==> config.mk <==
export PLATFORM = sky130hd
export DESIGN_NAME = fence_sequence_retire_ring
export DESIGN_NICKNAME = d
export VERILOG_FILES = /design/src/design/frr_pkg.sv /design/src/design/fence_sequence_retire_ring.sv
export SDC_FILE = /design/constraint.sdc
export NUM_CORES = 2
export LEC_CHECK = 0
export BUFFER_PORTS_ARGS = -buffer_cell sky130_fd_sc_hd__buf_2
export CAP_MARGIN = 20
export CORE_AREA = 2 2 749 527
export CTS_BUF_LIST = sky130_fd_sc_hd__clkbuf_8
export DETAILED_ROUTE_END_ITERATION = 12
export DIE_AREA = 0 0 751 529
export GPL_TIMING_DRIVEN = 0
export REMOVE_ABC_BUFFERS = 1
export SYNTH_ARGS = -nofsm -noshare
export SYNTH_HDL_FRONTEND = slang
export SYNTH_SLANG_ARGS = --single-unit
==> constraint.sdc <==
create_clock -name clk -period 14.15 [get_ports clk]
set_clock_uncertainty 0.05 [all_clocks]
set_input_delay 0.7075 -clock clk [delete_from_list [all_inputs] [get_ports clk]]
set_output_delay 0.7075 -clock clk [all_outputs]
set_load 0.05 [all_outputs]
==> src/design/frr_pkg.sv <==
// Shared types and constants for the fence sequence retire ring.
package frr_pkg;

  localparam int unsigned LOG_DEPTH_DEF = 5;

  localparam int unsigned WORD_W    = 32;
  localparam int unsigned IN_DATA_W = 96;
  localparam int unsigned OUT_DATA_W = 40;
  localparam int unsigned CFG_IDX_W = 1;

  // Configuration register indexes
  localparam logic [CFG_IDX_W-1:0] CFG_CONSERVATIVE   = 1'b0;
  localparam logic [CFG_IDX_W-1:0] CFG_INITIAL_NUMBER = 1'b1;

  // Input word kinds carried on in_tuser
  localparam logic MODE_PUT  = 1'b0;
  localparam logic MODE_POLL = 1'b1;

  typedef enum logic {
    ST_IDLE,
    ST_RETIRE
  } frr_state_t;

endpackage

==> src/design/fence_sequence_retire_ring.sv <==
// Top level of the fence sequence retire ring: ring storage, retire sequencer, result register.
//
// A put that finds room in the ring is stored on acceptance and answered through the result register.
// A poll, or a put that finds the ring full, walks the ring from the tail with one
// 32-bit unsigned compare per cycle against the supplied hardware count: it retires
// entries in order from the tail until an entry's fence exceeds the count or the ring
// is empty, then stores a full-ring put if room was made and answers. The pace is set
// by the single registered read port of the pair memory, which presents one tail entry
// per cycle. Input is not taken while a walk runs or while a result waits unclaimed.
// The ring holds 2^LOG_DEPTH - 1 pairs; storage needs no clearing after reset.
module fence_sequence_retire_ring
  import frr_pkg::*;
#(
  parameter int unsigned LOG_DEPTH = LOG_DEPTH_DEF
) (
  input  logic                  clk,
  input  logic                  rst_n,
  input  logic                  in_tvalid,
  output logic                  in_tready,
  input  logic [IN_DATA_W-1:0]  in_tdata,  // number, fence_value, hw_count
  input  logic                  in_tuser,  // mode
  output logic                  out_tvalid,
  input  logic                  out_tready,
  output logic [OUT_DATA_W-1:0] out_tdata, // last_number, busy_res, accepted, zero pad
  input  logic                  cfg_we,
  input  logic [CFG_IDX_W-1:0]  cfg_index,
  input  logic [WORD_W-1:0]     cfg_wdata
);

  localparam int unsigned DEPTH = 1 << LOG_DEPTH;
  localparam int unsigned PAD_W = OUT_DATA_W - WORD_W - 2;

  logic [2*WORD_W-1:0] mem [DEPTH];

  frr_state_t          state_r, state_nxt;
  logic [LOG_DEPTH-1:0] head_r, head_nxt, tail_r, tail_nxt;
  logic [WORD_W-1:0]   last_r, last_nxt, prev_r, prev_nxt;
  logic                cons_r, cons_nxt;
  logic                was_empty_r, was_empty_nxt;
  logic                mode_r, mode_nxt;
  logic [WORD_W-1:0]   num_r, num_nxt, fence_r, fence_nxt, hw_r, hw_nxt;
  logic                out_valid_r, out_valid_nxt;
  logic [OUT_DATA_W-1:0] out_data_r, out_data_nxt;
  logic [2*WORD_W-1:0] rd_data_r;

  logic                wr_en;
  logic [2*WORD_W-1:0] wr_data;
  logic                in_fire;
  logic [LOG_DEPTH-1:0] head_inc;
  logic [WORD_W-1:0]   in_num, in_fence, in_hw, rd_fence, rd_num, last_fin;
  logic                stop;
  logic                acc;

  assign in_num   = in_tdata[WORD_W-1:0];
  assign in_fence = in_tdata[2*WORD_W-1:WORD_W];
  assign in_hw    = in_tdata[3*WORD_W-1:2*WORD_W];
  assign rd_num   = rd_data_r[WORD_W-1:0];
  assign rd_fence = rd_data_r[2*WORD_W-1:WORD_W];
  assign head_inc = head_r + LOG_DEPTH'(1);

  assign in_tready  = (state_r == ST_IDLE) && (!out_valid_r || out_tready);
  assign in_fire    = in_tvalid && in_tready;
  assign out_tvalid = out_valid_r;
  assign out_tdata  = out_data_r;

  always_comb begin
    state_nxt     = state_r;
    head_nxt      = head_r;
    tail_nxt      = tail_r;
    last_nxt      = last_r;
    prev_nxt      = prev_r;
    cons_nxt      = cons_r;
    was_empty_nxt = was_empty_r;
    mode_nxt      = mode_r;
    num_nxt       = num_r;
    fence_nxt     = fence_r;
    hw_nxt        = hw_r;
    out_valid_nxt = out_valid_r;
    out_data_nxt  = out_data_r;
    wr_en         = 1'b0;
    wr_data       = {fence_r, num_r};
    stop          = 1'b0;
    acc           = 1'b0;
    last_fin      = last_r;

    if (out_valid_r && out_tready) begin
      out_valid_nxt = 1'b0;
    end

    unique case (state_r)
      ST_IDLE: begin
        if (in_fire) begin
          mode_nxt      = in_tuser;
          num_nxt       = in_num;
          fence_nxt     = in_fence;
          hw_nxt        = in_hw;
          was_empty_nxt = (head_r == tail_r);
          if (in_tuser == MODE_PUT && head_inc != tail_r) begin
            // room in the ring: store and answer at once
            wr_en         = 1'b1;
            wr_data       = {in_fence, in_num};
            head_nxt      = head_inc;
            out_valid_nxt = 1'b1;
            out_data_nxt  = {PAD_W'(0), 1'b1, 1'b1, last_r};
          end else begin
            state_nxt = ST_RETIRE;
          end
        end
      end
      ST_RETIRE: begin
        stop = (tail_r == head_r) || (hw_r < rd_fence);
        if (!stop) begin
          // retire the tail entry; memory presents the next one next cycle
          if (cons_r) begin
            last_nxt = prev_r;
            prev_nxt = rd_num;
          end else begin
            last_nxt = rd_num;
          end
          tail_nxt = tail_r + LOG_DEPTH'(1);
        end else begin
          if (cons_r && was_empty_r && last_r != prev_r) begin
            last_fin = prev_r;
          end
          last_nxt = last_fin;
          if (mode_r == MODE_PUT && head_inc != tail_r) begin
            wr_en    = 1'b1;
            head_nxt = head_inc;
            acc      = 1'b1;
          end
          out_valid_nxt = 1'b1;
          out_data_nxt  = {PAD_W'(0), acc, (head_nxt != tail_r), last_fin};
          state_nxt     = ST_IDLE;
        end
      end
      default: state_nxt = ST_IDLE;
    endcase

    if (cfg_we) begin
      unique case (cfg_index)
        CFG_CONSERVATIVE: cons_nxt = cfg_wdata[0];
        CFG_INITIAL_NUMBER: begin
          head_nxt = '0;
          tail_nxt = '0;
          last_nxt = cfg_wdata;
          prev_nxt = cfg_wdata;
        end
        default: ;
      endcase
    end
  end

  always_ff @(posedge clk) begin
    if (!rst_n) begin
      state_r     <= ST_IDLE;
      head_r      <= '0;
      tail_r      <= '0;
      last_r      <= '0;
      prev_r      <= '0;
      cons_r      <= 1'b0;
      was_empty_r <= 1'b0;
      out_valid_r <= 1'b0;
    end else begin
      state_r     <= state_nxt;
      head_r      <= head_nxt;
      tail_r      <= tail_nxt;
      last_r      <= last_nxt;
      prev_r      <= prev_nxt;
      cons_r      <= cons_nxt;
      was_empty_r <= was_empty_nxt;
      out_valid_r <= out_valid_nxt;
    end
  end

  always_ff @(posedge clk) begin
    mode_r     <= mode_nxt;
    num_r      <= num_nxt;
    fence_r    <= fence_nxt;
    hw_r       <= hw_nxt;
    out_data_r <= out_data_nxt;
  end

  // pair memory: write at head, registered read follows the next tail
  always_ff @(posedge clk) begin
    if (wr_en) begin
      mem[head_r] <= wr_data;
    end
    rd_data_r <= mem[tail_nxt];
  end

endmodule

==> run_results.csv <==
group,metric,value,unit
setup_path,crit_type,"flop to flop",
timing,fin_setup_tns,0,ns
routing,detail_route.wl_per_cell,23.92,um
setup_path,required,14.95,ns
yosys,synth_cell_types,78,
timing,whs,0.08651,ns
cells_and_area,drive_above_1_share,0.1660,
flow_run,cap_violations,0,
placed_design,dp_slack,6.491,ns
power_and_ir_drop,p_clk_frac,0.396,
placed_design,placedCellCount,11070,
floorplanning,die_h,529,um
floorplanning,io_pins,177,
clock_network,htree_levels,5,
global_route,grt_pass1_vias,57380,
yosys,ys_ff_latch,2321,
floorplanning,die-width,751,um
placed_design,placedInstanceArea,104200,sq um
clock_network,numCtsBuffers,393,
routing,first_pass_iters,7,
setup_path,crit_fanout,29,
cells_and_area,nFillCells,38240,
cells_and_area,final_util,0.2891,
yosys,syn-instance-count,5899,
timing,relSlewSlack,0.2539,
routing,drc,0,
setup_path,ff2ff_setup_slack,6.57,ns
power_and_ir_drop,p_sw,3.205,mW
timing,slew_viol_final,0,
yosys,synthFlopType,"edfxtp_1",
routing,route.vias.total,58390,
setup_path,startpoint_type,"flop",
setup_path,reg2reg_from,"rd_data_r[62]$_DFF_P_",
timing,worst_pin_slew,1.111,ns
power_and_ir_drop,p_int,10.79,mW
clock_network,clock_latency,1.09,ns
cells_and_area,nNetsFinal,6527,
routing,viasPerCell,4.906,
placed_design,dp_hpwl,179.4,mm
min_path,hold_path.class,"input pin to flop",
yosys,yosys_warnings,0,
min_path,hp-start,"in_tvalid",
timing,fmax,0.1319,GHz
power_and_ir_drop,seqPwrFrac,0.555,
yosys,ys_seq_area_frac,0.7318,
timing,finalHoldViolations,0,
cells_and_area,final_cells,11900,
routing,routed_wl,284.7,mm
global_route,antenna_found_initial,49,
floorplanning,initial_utilization,0.2393,
timing,finalCriticalPeriod,7.581,ns
floorplanning,dieArea,397300,sq um
floorplanning,fp-row-count,192,
yosys,async_flop_share,0,
timing,setup_violations,0,
setup_path,cp.arrival,8.38,ns
clock_network,cts_buffer_depth,4,
power_and_ir_drop,p_sw_frac,0.2290,
global_route,grtUsageTotal,0.1376,
global_route,grt_pass1_wl,405.4,mm
routing,drt_iter0_drc,6206,
setup_path,cp-startpoint,"rd_data_r[62]$_DFF_P_",
power_and_ir_drop,power_frac_comb,0.049,
clock_network,path_clk_slew,0.07,ns
power_and_ir_drop,power_density,124.1,nW/um^2
placed_design,portBuffers,170,
timing,setup_slack,6.569,ns
clock_network,cts_sinks,2321,
global_route,grt_max_degree,116,
cells_and_area,areaGrowthSynthToFinish,20.80,%
clock_network,cts_tree,"yes",
yosys,synth_edf_count,2179,
yosys,synth_area,93300,sq um
placed_design,gp_congestion,0.7551,
clock_network,cts-root-buf,"clkbuf_8",
timing,grt_setup_unrepaired,"false",
timing,min_period_over_period,0.5358,
clock_network,cts_setup_buffers,0,
routing,ant_nets,0,
status,status,"complete, no violations",
global_route,grt.overflow.total,0,
floorplanning,coreArea,389900,sq um
cells_and_area,postLayoutCellArea,112700,sq um
power_and_ir_drop,power.total,13.99,mW
power_and_ir_drop,p_leak,37.54,nW
yosys,syn_avg_cell_area,15.82,sq um
power_and_ir_drop,ir_drop,0.1142,mV
setup_path,end_kind,"flop",
clock_network,ctsResizeCount,0,
-- path summary, 6_finish.rpt --
kind                                    to  cells after the start
setup / recovery     rd_data_r[12]$_DFF_P_                     18
hold / removal    was_empty_r$_SDFFE_PN0P_                      4
setup reg to reg     rd_data_r[12]$_DFF_P_                     18
hold reg to reg   was_empty_r$_SDFFE_PN0P_                      2
-- synthesized netlist by cell type (all sizes together), types with 2 or more instances --
cell	number	area, sq um
clkbuf	299	1127
o32ai	64	560.5
nor3	70	355.3
buf	181	989.7
or2	2	12.51
a21oi	149	749.5
a2111oi	192	1700
a31o	63	551.8
ha	36	450.4
a21boi	63	473.0
nor4	69	446.7
nor2b	3	18.77
or3b	2	17.52
and3	385	2409
nand3b	3	22.52
nand2b	4	25.02
or3	3	23.77
nand3	67	347.8
nand4	16	100.1
nor2	60	235.2
o221ai	96	847.1
a22oi	63	473.0
or4	2	15.01
nand2	288	1089
mux2	129	1453
xor2	5	43.79
o311ai	2	17.52
a31oi	67	425.4
o21a	7	53.80
o22ai	66	412.9
o211a	3	30.03
dfxtp	142	2843
o22a	32	280.3
inv	38	142.6
o211ai	129	978.4
mux2i	520	5221
and2	6	37.54
o2111ai	2	23.77
edfxtp	2179	65430
xnor2	43	384.1
o21ai	76	387.9
a211oi	263	1999
-- critical path, cell delays in order, from the launching register on --
cell	delay, ns
dfxtp_1	0.44
inv_1	0.08
ha_1	0.30
nand4_1	0.39
nor4_2	0.81
buf_4	0.31
o2111ai_1	0.56
a31oi_2	0.78
nor3_2	0.23
o21ai_4	0.34
buf_12	0.25
buf_12	0.21
buf_16	0.21
nand3_4	0.46
buf_12	0.40
buf_12	0.21
o221ai_1	0.23
a211oi_1	0.08
nor3_1	0.89
-- power groups by stage --
stage          combinational [mW]  clock (mW)  sequential [mW]
2_1_floorplan               0.347           0             7.92
3_3_place_gp                0.618           0             7.92
3_5_place_dp                0.645           0             7.91
4_1_cts                     0.686        5.63             7.76
5_1_grt                     0.734        5.94             7.77
6_report                    0.687        5.54             7.76
-- routing by layer --
| metal | share of wire | vias up | GRT usage |
|---|---|---|---|
| met2 | 0.48 | 2920 | 0.2296 |
| met5 | 0.00090 | - | 0 |
| met1 | 0.40 | 29800 | 0.1721 |
| met4 | 0.044 | 42 | 0.05918 |
| met3 | 0.082 | 726 | 0.02930 |
| li1 | - | 24910 | - |
-- flip-flops by register name, indices dropped and copies added, names as in the netlist --
name         count
was_empty_r      1
last_r          32
out_tvalid       1
mode_r           1
out_tdata       34
head_r           5
rd_data_r       64
mem           2048
state_r          1
num_r           32
hw_r            32
cons_r           1
fence_r         32
prev_r          32
tail_r           5
-- cells by family (layout without fill, tap and decap cells) --
kind of cell / after synthesis / in the layout / synth area share
DFF: 2321 / 2321 / 0.7318
AOI/OAI and AO/OA: 1344 / 1344 / 0.1076
and+or+nand+nor: 981 / 981 / 0.05536
muxes: 649 / 649 / 0.07153
buffers and inverters: 519 / 1271 / 0.02426
xor gates and xnor gates: 48 / 48 / 0.004586
adders and majority gates: 36 / 36 / 0.004828
other: 1 / 14 / 0.00004019
-- layout make-up --
type                    instances  area, sq um  share of cell area
flip-flops and latches       2321        68280              0.6058
multi-input cells            3064        23240              0.2062
diodes                          8        20.02           0.0001776
well taps                    5238         6554             0.05815
clock inverters               278         1383             0.01227
inverters                      39        151.4            0.001343
clock buffers                 417         5739             0.05092
repair buffers                537         7348             0.06520
-- cells in the final DEF (no fill, tap or decap), drive strengths merged, types with 149 or more instances in the layout --
cell type / instances
edfxtp: 2179
buf: 405
mux2i: 520
a2111oi: 192
clkbuf: 417
and3: 385
a211oi: 263
inv: 167
nand2: 288
a21oi: 149
-- timing repair --
| item | in CTS | in global routing |
|---|---|---|
| setup endpoints to repair | 0 | 0 |
| endpoints found under the hold margin | 165 | 0 |
| hold buffers | 132 | 0 |
Note: power is estimated with default switching activity, not from simulation.
